`src/rtl/cks_pkg.sv`:
```
package cks_pkg;

   localparam int POSITION_BITS = 16;
   localparam int HEADER_BYTES  = 8;
   localparam int ALPHA_COUNT   = 26;
   localparam logic [7:0] LOWER_A = 8'd97;
   localparam logic [7:0] LOWER_Z = 8'd122;
   localparam logic [7:0] UPPER_A = 8'd65;
   localparam logic [7:0] UPPER_Z = 8'd90;

   localparam logic [POSITION_BITS-1:0] POS_OP     = POSITION_BITS'(0);
   localparam logic [POSITION_BITS-1:0] POS_SHIFT  = POSITION_BITS'(1);
   localparam logic [POSITION_BITS-1:0] POS_CSUM_L = POSITION_BITS'(2);
   localparam logic [POSITION_BITS-1:0] POS_CSUM_H = POSITION_BITS'(3);
   localparam logic [POSITION_BITS-1:0] POS_PAYLOAD = POSITION_BITS'(HEADER_BYTES);
   localparam logic [POSITION_BITS-1:0] POS_SHORT  = POSITION_BITS'(HEADER_BYTES - 1);
   localparam logic [POSITION_BITS-1:0] POS_MAX    = {POSITION_BITS{1'b1}};

   localparam logic [7:0] OP_FORWARD  = 8'd0;
   localparam logic [7:0] OP_BACKWARD = 8'd1;

   localparam logic [2:0] V_PROGRESS = 3'd0;
   localparam logic [2:0] V_ACCEPT   = 3'd1;
   localparam logic [2:0] V_MISMATCH = 3'd2;
   localparam logic [2:0] V_BAD_OP   = 3'd3;
   localparam logic [2:0] V_SHORT    = 3'd4;

   // header state shared by the control and the letter treatment
   typedef struct packed {
      logic [4:0] rot;
      logic       shift_en;
   } hdr_type;

   // end-around-carry add of one 16-bit word
   function automatic logic [15:0] ones_add(input logic [15:0] acc, input logic [15:0] word);
      logic [16:0] s;
      logic [16:0] f;
      s = {1'b0, acc} + {1'b0, word};
      f = {1'b0, s[15:0]} + {16'd0, s[16]};
      return f[15:0];
   endfunction

   // signed shift byte taken modulo 26, 0..25
   function automatic logic [4:0] shift_mod(input logic [7:0] b);
      logic [8:0]  v;
      logic [15:0] prod;
      logic [4:0]  q;
      logic [8:0]  r;
      // sv + 130 keeps the residue and makes the value non-negative
      v    = {1'b0, ~b[7], b[6:0]} + 9'd2;
      prod = 16'(v) * 16'd79;
      q    = prod[15:11];
      r    = v - 9'(q * 5'd26);
      return r[4:0];
   endfunction

endpackage

```
`src/rtl/cks_treat.sv`:
```
module cks_treat (
   input  logic [7:0]        in_byte,
   input  cks_pkg::hdr_type  hdr,
   output logic [7:0]        out_byte
);

   logic [7:0] lower;
   logic [5:0] idx;
   logic [5:0] idx_wrap;
   logic       is_letter;

   always_comb begin
      if (in_byte >= cks_pkg::UPPER_A && in_byte <= cks_pkg::UPPER_Z) begin
         lower = in_byte + 8'd32;
      end else begin
         lower = in_byte;
      end
      is_letter = (lower >= cks_pkg::LOWER_A) && (lower <= cks_pkg::LOWER_Z);
      idx = {1'b0, 5'(lower - cks_pkg::LOWER_A)} + {1'b0, hdr.rot};
      if (idx >= 6'(cks_pkg::ALPHA_COUNT)) begin
         idx_wrap = idx - 6'(cks_pkg::ALPHA_COUNT);
      end else begin
         idx_wrap = idx;
      end
      if (is_letter && hdr.shift_en) begin
         out_byte = cks_pkg::LOWER_A + {2'b00, idx_wrap};
      end else begin
         out_byte = lower;
      end
   end

endmodule

```
`src/rtl/cks_ctrl.sv`:
```
module cks_ctrl (
   input  logic              clock,
   input  logic              reset,
   input  logic              accept,
   input  logic [7:0]        in_byte,
   input  logic              in_last,
   input  logic [7:0]        payload_byte,
   output cks_pkg::hdr_type  hdr,
   output logic [7:0]        out_byte,
   output logic [2:0]        verdict,
   output logic [15:0]       new_checksum
);

   logic [cks_pkg::POSITION_BITS-1:0] pos_ff, pos_in;
   logic [7:0]  op_ff, op_in;
   logic [4:0]  rot_ff, rot_in;
   logic [15:0] rx_sum_ff, rx_sum_in;
   logic [15:0] isum_ff, isum_in;
   logic [15:0] osum_ff, osum_in;
   logic [7:0]  ib;
   logic [4:0]  kmod;
   logic [15:0] iword, oword;
   logic [15:0] isum_next, osum_next;

   assign hdr.rot      = rot_ff;
   assign hdr.shift_en = (op_ff == cks_pkg::OP_FORWARD) || (op_ff == cks_pkg::OP_BACKWARD);

   always_comb begin
      op_in     = op_ff;
      rot_in    = rot_ff;
      rx_sum_in = rx_sum_ff;
      ib        = in_byte;
      out_byte  = in_byte;
      kmod      = cks_pkg::shift_mod(in_byte);

      priority if (pos_ff == cks_pkg::POS_OP) begin
         op_in = in_byte;
      end else if (pos_ff == cks_pkg::POS_SHIFT) begin
         // direction is folded into the stored rotation
         if (op_ff == cks_pkg::OP_BACKWARD && kmod != 5'd0) begin
            rot_in = 5'(cks_pkg::ALPHA_COUNT) - kmod;
         end else begin
            rot_in = kmod;
         end
      end else if (pos_ff == cks_pkg::POS_CSUM_L) begin
         rx_sum_in = {rx_sum_ff[15:8], in_byte};
         ib        = 8'd0;
         out_byte  = 8'd0;
      end else if (pos_ff == cks_pkg::POS_CSUM_H) begin
         rx_sum_in = {in_byte, rx_sum_ff[7:0]};
         ib        = 8'd0;
         out_byte  = 8'd0;
      end else if (pos_ff >= cks_pkg::POS_PAYLOAD) begin
         out_byte = payload_byte;
      end else begin
         out_byte = in_byte;
      end

      // odd positions carry the high byte of a little-endian word
      iword     = pos_ff[0] ? {ib, 8'd0} : {8'd0, ib};
      oword     = pos_ff[0] ? {out_byte, 8'd0} : {8'd0, out_byte};
      isum_next = cks_pkg::ones_add(isum_ff, iword);
      osum_next = cks_pkg::ones_add(osum_ff, oword);

      if (pos_ff != cks_pkg::POS_MAX) begin
         pos_in = pos_ff + 1'b1;
      end else begin
         pos_in = pos_ff;
      end
      isum_in = isum_next;
      osum_in = osum_next;

      verdict      = cks_pkg::V_PROGRESS;
      new_checksum = 16'd0;
      if (in_last) begin
         priority if (pos_ff < cks_pkg::POS_SHORT) begin
            verdict = cks_pkg::V_SHORT;
         end else if (!((op_in == cks_pkg::OP_FORWARD) || (op_in == cks_pkg::OP_BACKWARD))) begin
            verdict = cks_pkg::V_BAD_OP;
         end else if (~isum_next != rx_sum_in) begin
            verdict = cks_pkg::V_MISMATCH;
         end else begin
            verdict = cks_pkg::V_ACCEPT;
         end
         new_checksum = ~osum_next;
         // message done: back to the idle header state
         pos_in    = '0;
         op_in     = 8'd0;
         rot_in    = 5'd0;
         rx_sum_in = 16'd0;
         isum_in   = 16'd0;
         osum_in   = 16'd0;
      end
   end

   always_ff @(posedge clock) begin
      if (reset) begin
         pos_ff    <= '0;
         op_ff     <= 8'd0;
         rot_ff    <= 5'd0;
         rx_sum_ff <= 16'd0;
         isum_ff   <= 16'd0;
         osum_ff   <= 16'd0;
      end else if (accept) begin
         pos_ff    <= pos_in;
         op_ff     <= op_in;
         rot_ff    <= rot_in;
         rx_sum_ff <= rx_sum_in;
         isum_ff   <= isum_in;
         osum_ff   <= osum_in;
      end
   end

endmodule

```
`src/rtl/checksummed_caesar_stream_top.sv`:
```
// Checksummed Caesar stream.
// req_*: one message byte per item, req_tlast on the final byte. The first
//   eight bytes are the header: op, signed shift, checksum (little endian),
//   length. Payload letters are lowercased and rotated by the shift if op < 2.
// rsp_*: one item per accepted byte, in order, rsp_tlast copied from the
//   request. The verdict and the new checksum are nonzero only on the final
//   item; the verdict is 1 accept, 2 checksum mismatch, 3 bad op, 4 too short.
// A byte accepted at a clock edge is offered on rsp_* from the result register
//   right after that edge. Throughput is one byte per cycle while no result
//   waits or rsp_tready is high; the ones'-complement sums add each byte.
// A stalled rsp_tready holds the result register; req_tready follows it, so a
//   new byte is taken in the same cycle as the waiting result leaves.
// Synchronous reset empties the result register and clears the header and
//   checksum state, so the next byte is taken as the first of a message.
module checksummed_caesar_stream_top (
   input  logic        clock,
   input  logic        reset,
   input  logic        req_tvalid,
   output logic        req_tready,
   input  logic [7:0]  req_tdata,   // [7:0] in_byte
   input  logic        req_tlast,
   output logic        rsp_tvalid,
   input  logic        rsp_tready,
   output logic [31:0] rsp_tdata,   // [7:0] out_byte, [10:8] verdict,
                                    // [26:11] new_checksum, [31:27] zero
   output logic        rsp_tlast
);

   cks_pkg::hdr_type hdr;
   logic        accept;
   logic [7:0]  payload_byte;
   logic [7:0]  out_byte;
   logic [2:0]  verdict;
   logic [15:0] new_checksum;

   logic        valid_ff, valid_in;
   logic [26:0] data_ff, data_in;
   logic        last_ff, last_in;

   assign req_tready = !valid_ff || rsp_tready;
   assign accept     = req_tvalid && req_tready;

   cks_treat u_treat (
      .in_byte  (req_tdata),
      .hdr      (hdr),
      .out_byte (payload_byte)
   );

   cks_ctrl u_ctrl (
      .clock        (clock),
      .reset        (reset),
      .accept       (accept),
      .in_byte      (req_tdata),
      .in_last      (req_tlast),
      .payload_byte (payload_byte),
      .hdr          (hdr),
      .out_byte     (out_byte),
      .verdict      (verdict),
      .new_checksum (new_checksum)
   );

   always_comb begin
      valid_in = valid_ff;
      if (accept) begin
         valid_in = 1'b1;
      end else if (rsp_tready) begin
         valid_in = 1'b0;
      end
      data_in = {new_checksum, verdict, out_byte};
      last_in = req_tlast;
   end

   always_ff @(posedge clock) begin
      if (reset) begin
         valid_ff <= 1'b0;
      end else begin
         valid_ff <= valid_in;
      end
   end

   always_ff @(posedge clock) begin
      if (accept) begin
         data_ff <= data_in;
         last_ff <= last_in;
      end
   end

   assign rsp_tvalid = valid_ff;
   assign rsp_tdata  = {5'd0, data_ff};
   assign rsp_tlast  = last_ff;

endmodule

```
`config.mk`:
```
export PLATFORM = sky130hd
export DESIGN_NAME = checksummed_caesar_stream_top
export DESIGN_NICKNAME = d
export VERILOG_FILES = /design/src/rtl/cks_pkg.sv /design/src/rtl/cks_treat.sv /design/src/rtl/cks_ctrl.sv /design/src/rtl/checksummed_caesar_stream_top.sv
export SDC_FILE = /design/constraint.sdc
export NUM_CORES = 1
export LEC_CHECK = 0
export ABC_AREA = 1
export BUFFER_PORTS_ARGS = -buffer_cell sky130_fd_sc_hd__buf_2
export CORE_ASPECT_RATIO = 1.2
export CORE_MARGIN = 5
export CORE_UTILIZATION = 45
export CTS_CLUSTER_SIZE = 30
export DETAILED_ROUTE_END_ITERATION = 8
export PLACE_DENSITY = 0.62
export SLEW_MARGIN = 15
export SYNTH_ARGS = -nofsm -noshare
export SYNTH_HDL_FRONTEND = slang
export SYNTH_SLANG_ARGS = --single-unit
```
`constraint.sdc`:
```
create_clock -name clock -period 14 [get_ports clock]
set_input_delay 1.4 -clock clock [delete_from_list [all_inputs] [get_ports clock]]
set_output_delay 1.4 -clock clock [all_outputs]
set_load 0.02 [all_outputs]
```
==> impl_metrics.ini, run 1 <==
[pwr]
ir_drop_mv = 0.0989
total_power_w = 0.00112
p_leak_nw = 5.12
p_per_area_nw_per_um2 = 105

[yosys]
synthMuxAreaShare_pct = 0
post_synth_most_frequent_cells = 414 x nand2_1, 226 x inv_1, 122 x a21oi_1
yosys_warnings = 0
synth_xor_xnor_area_share_pct = 4.26
synth-simple-area-share_pct = 32.7
synth_cell_type_count = 59
yosysTopAreaCellShare_pct = 15.9
synth_compound_area_share_pct = 12.0
syn_area_per_cell_um2 = 6.63
synth_area_um2 = 9850
yosysMostFrequentCell = nand2_1
synth_ff_type = dfxtp_1
yosys-top-cells-area = dfxtp_1 16%, nand2_1 16%, ha_1 12%
synth_fa_ha_area_share_pct = 15.5
ys_seq_elements = 106
synth_enable_flop_cells = 28
synth_top_family_by_area = simple AND/OR/NAND/NOR gates
yosysSeqAreaShare_pct = 24.4
syn_inst = 1486
async_flop_share_pct = 0
yosys.area.top_type = dfxtp_1

[critical_path]
critPathBufInv = 5
crit_top_cell = ha_1
worst-path-stages = 39
r2r-start = u_ctrl.pos_ff[0]
r2r-end = data_ff[9]
endpoint = data_ff[23]
endpoint_kind = flip-flop
crit_family = simple AND/OR/NAND/NOR gates
cp_max_fo = 12
max_stage_delay_ns = 0.42
worstPathArrival_ns = 7.71
crit_slowest_cell = inv_1
worstPathRequired_ns = 14.10
critPathLaunchType = input pin
timing.reg2reg.setup_slack_ns = 7.67
reg2reg_depth = 32
worst-setup-path-type = in -> reg
cp-startpoint = req_tdata[1]

[detailed_routing]
drtIter0Drc = 553
drc = 0
viasPerCell = 5.24
first_pass_iters = 5
antenna_left = 0
routed_wl_um = 26700
routedWlPerCell_um = 14.9
vias = 9386

[layout]
finalNetCount = 1637
area_delta_synth_final_pct = 7.71
drive_gt1_share_pct = 8.50
num_antenna_cells = 0
nFillCells = 2278
post-route-util_pct = 49.0

[cts]
cts_tree = built
cts.sinks = 106
clock_path_buffers = 2
clock_latency_ns = 0.37
postCtsSetupRepairBufs = 0
cts_hold_buf = 0
clk_pin_slew_ns = 0.08
cts_max_level = 3
cts_inserted_buffers = 9
cts_resized = 0
root_buffer = clkbuf_16

[global_route]
grt.total_usage_pct = 21.4
grt_pass1_vias = 9162
grt_pass1_wl_um = 44100
antenna_found_initial = 1
gr-total-overflow = 0
grt_max_degree = 64

[timing]
setup_tns_ns = 0
slew-limit-headroom_pct = 22.5
finalCriticalPeriod_ns = 7.61
setup_slack_ns = 6.39
period_share_pct = 54.4
rsz0062_at_grt = no
setup_viol = 0
clock_skew_ns = 0.0115
fin_hold_ws_ns = 0.465
tightestPinTransition_ns = 1.15
fmax_ghz = 0.131
hold_violations = 0
final_max_slew_viol_count = 0

[die]
die_x_um = 145
io_pins = 48
core-area_um2 = 21600
start_util_pct = 45.5
fp.dieArea_um2 = 25000
num_rows = 59
die_h_um = 172

[placed_design]
gp_congestion = 0.928
place_ws_ns = 6.01
dp_hpwl_um = 20700
port_buffers = 42

[outcome]
status = finished, final reports clean

[min_path]
min-delay-start = u_ctrl.rx_sum_ff[2]
hold_path.class = reg -> reg

[flow_run]
maxCapViolCount = 0
[registers in the layout, summed over array words and instances (netlist names)]
name              flops
data_ff              27
u_ctrl.isum_ff       16
u_ctrl.osum_ff       16
u_ctrl.pos_ff        16
u_ctrl.rx_sum_ff     16
u_ctrl.op_ff          8
u_ctrl.rot_ff         5
rsp_tlast             1
rsp_tvalid            1
[cells by family (layout without fill, tap and decap cells)]
logic type                 after synthesis  in the layout
other                                    1              5
buffers and inverters                  280            308
xor gates and xnor gates                47             47
AOI/OAI and AO/OA                      209            209
and+or+nand+nor                        732            732
adders and majority gates              111            111
DFF                                    106            106
[layer usage]
layer	global-route usage, %	part of all wire (%)	vias to the layer above	wire length [um]
li1	-	-	4839	-
met2	39.3	49	181	13100
met3	3.07	4.0	56	1060
met1	25.3	43	4308	11600
met4	8.64	3.5	2	939
met5	0	0.026	-	7
[through the flow]
stage	std cells	cell area (um2)
after global routing	1792	10600
final	1792	10600
after CTS	1792	10600
after floorplan	1490	9860
after detailed placement	1776	10300
after global placement	1776	10300
[tightest hold or removal path, cell delays in order, from the launching register on]
cell,delay [ns]
dfxtp_1,0.31
nand2_1,0.06
a21oi_1,0.06
[layout by cell type, fill, tap and decap left out, types with 28 or more instances in the layout]
master and n:
nand2_1 413, nor2_1 106, inv_1 226, nand4_1 30
edfxtp_1 28, nor3_1 28, dfxtp_1 78, buf_2 42
nand3_1 98, a21oi_1 122, o21ai_0 31, ha_1 92
xor2_1 32
[final cells by class]
type / instances / area, um2 / share of cell area, %
inverters: 244 / 918 / 8.66
clock buffers: 10 / 239 / 2.25
clock inverters: 6 / 70.1 / 0.660
well taps: 274 / 343 / 3.23
flip-flops and latches: 106 / 2400 / 22.6
repair buffers: 48 / 255 / 2.41
multi-input cells: 1104 / 6380 / 60.1
[worst min-delay path by stage]
stage | endpoint | slack [ns] | cells after the start
after global routing | u_ctrl.rx_sum_ff[12] | 0.48 | 2
after CTS | u_ctrl.rx_sum_ff[2] | 0.47 | 2
final | u_ctrl.rx_sum_ff[2] | 0.47 | 2
after detailed placement | u_ctrl.rx_sum_ff[4] | 0.46 | 2
after global placement | u_ctrl.rx_sum_ff[15] | 0.45 | 2
after floorplan | u_ctrl.rx_sum_ff[13] | 0.44 | 2
[power breakdown]
part | switching [W] | leakage [nW] | internal (W)
sequential | 0.00000497 | 0.907 | 0.000327
combinational | 0.000329 | 4.06 | 0.000190
clock | 0.000135 | 0.151 | 0.000132
total | 0.000470 | 5.12 | 0.000649
(Power assumes the default switching activity.)
==> run 2: changes to the inputs <==
Clock period 14 ns to 7.7 ns, I/O delays scaled along.
==> impl_metrics.ini, run 2 (synthesis gave the netlist of run 1 again) <==
[placed_design]
port_buffers = 42
gp_congestion = 0.931
place_ws_ns = 0.655
dp_hpwl_um = 20700

[critical_path]
max_stage_delay_ns = 0.40
r2r-start = u_ctrl.rot_ff[0]
timing.reg2reg.setup_slack_ns = 1.88
worst-setup-path-type = in -> reg
endpoint = data_ff[23]
cp-startpoint = req_tdata[1]
worstPathArrival_ns = 6.78
reg2reg_depth = 35
endpoint_kind = flip-flop
r2r-end = data_ff[23]
crit_top_cell = ha_1
worstPathRequired_ns = 7.79
cp_max_fo = 12
crit_slowest_cell = inv_1
critPathLaunchType = input pin

[layout]
num_antenna_cells = 0
area_delta_synth_final_pct = 8.19
largest_reg_flops = 27
drive_gt1_share_pct = 8.86
regMostFlops = data_ff
final_cell_mix = 413 x nand2_1, 226 x inv_1, 122 x a21oi_1, 106 x nor2_1, 98 x nand3_1
finalNetCount = 1643
layout_commonest_cell = nand2_1

[global_route]
antenna_found_initial = 1
grt_pass1_vias = 8956
grt_max_degree = 64
grt_pass1_wl_um = 43800
grt.total_usage_pct = 21.2
gr-total-overflow = 0

[die]
num_rows = 59
start_util_pct = 45.5
die_h_um = 172
die_x_um = 145
fp.dieArea_um2 = 25000
io_pins = 48
core-area_um2 = 21600

[min_path]
min-delay-start = u_ctrl.rx_sum_ff[15]
hold_path.class = reg -> reg

[detailed_routing]
antenna_left = 0
drc = 0
drtIter0Drc = 538
vias = 9256
routedWlPerCell_um = 14.6
first_pass_iters = 7
viasPerCell = 5.15
routed_wl_um = 26300

[timing]
hold_violations = 0
clock_skew_ns = 0.0120
tightestPinTransition_ns = 0.769
slew-limit-headroom_pct = 48.7
setup_tns_ns = 0
setup_slack_ns = 1.01
final_max_slew_viol_count = 0
period_share_pct = 86.9
finalCriticalPeriod_ns = 6.69
rsz0062_at_grt = no
setup_viol = 0
fmax_ghz = 0.150

[pwr]
ir_drop_mv = 0.174
p_leak_nw = 5.15
p_per_area_nw_per_um2 = 191

[cts]
cts_max_level = 3
clock_latency_ns = 0.36
clock_path_buffers = 2
cts_hold_buf = 0
postCtsSetupRepairBufs = 0
cts.sinks = 106
cts_resized = 0
cts_tree = built
clk_pin_slew_ns = 0.07
root_buffer = clkbuf_16
cts_inserted_buffers = 9

[flow_run]
maxCapViolCount = 0

[outcome]
status = finished, final reports clean
[run 2: changes by cell type in the layout (fill, tap and decap cells not counted), sizes merged]
cell  change
buf       +6
[run 2: cell type report]
type	instances	area [um2]
sequential	106	2400
inverter	244	918
timing repair buffer	54	300
tap	274	343
clock buffer	10	239
fill	2250	11000
clock inverter	6	72.6
multi-input combinational	1104	6380
[run 2: power breakdown]
part | internal (W) | switching [W] | leakage [nW]
logic | 0.000348 | 0.000596 | 4.09
clock network | 0.000240 | 0.000244 | 0.152
registers | 0.000595 | 0.00000962 | 0.907
total | 0.00118 | 0.000850 | 5.15
[run 2: how the worst min path moves through the flow]
stage                           endpoint  depth (start not counted)
finish              u_ctrl.rx_sum_ff[15]                          2
CTS                 u_ctrl.rx_sum_ff[15]                          2
global placement    u_ctrl.rx_sum_ff[15]                          2
floorplan           u_ctrl.rx_sum_ff[13]                          2
global route        u_ctrl.rx_sum_ff[15]                          2
detailed placement  u_ctrl.rx_sum_ff[15]                          2
[run 2: metrics by stage]
step                instance area (um2)  cells  hold slack, ns  total power (W)  util [%]
global placement                  10300   1782           0.448          0.00155      47.8
finish                            10700   1798           0.464          0.00203      49.3
floorplan                          9860   1490           0.441          0.00137         -
detailed placement                10300   1782           0.451          0.00157      47.8
CTS                               10700   1798           0.463          0.00205      49.3
global route                      10700   1798           0.485          0.00224      49.3
[run 2: routing by layer]
metal,global-route usage [%],vias up,wire (um)
li1,-,4845,-
met1,26.0,4174,11700
met2,38.9,189,13000
met3,2.83,46,1000
met4,6.09,2,627
met5,0,-,13
[run 2: critical path, delay by kind of cell]
family                     cells  cell delay (ns)
buffers and inverters          5             0.78
and+or+nand+nor               17             2.23
AOI/OAI and AO/OA              8             0.92
adders and majority gates      6             1.51
xor gates and xnor gates       3             0.53
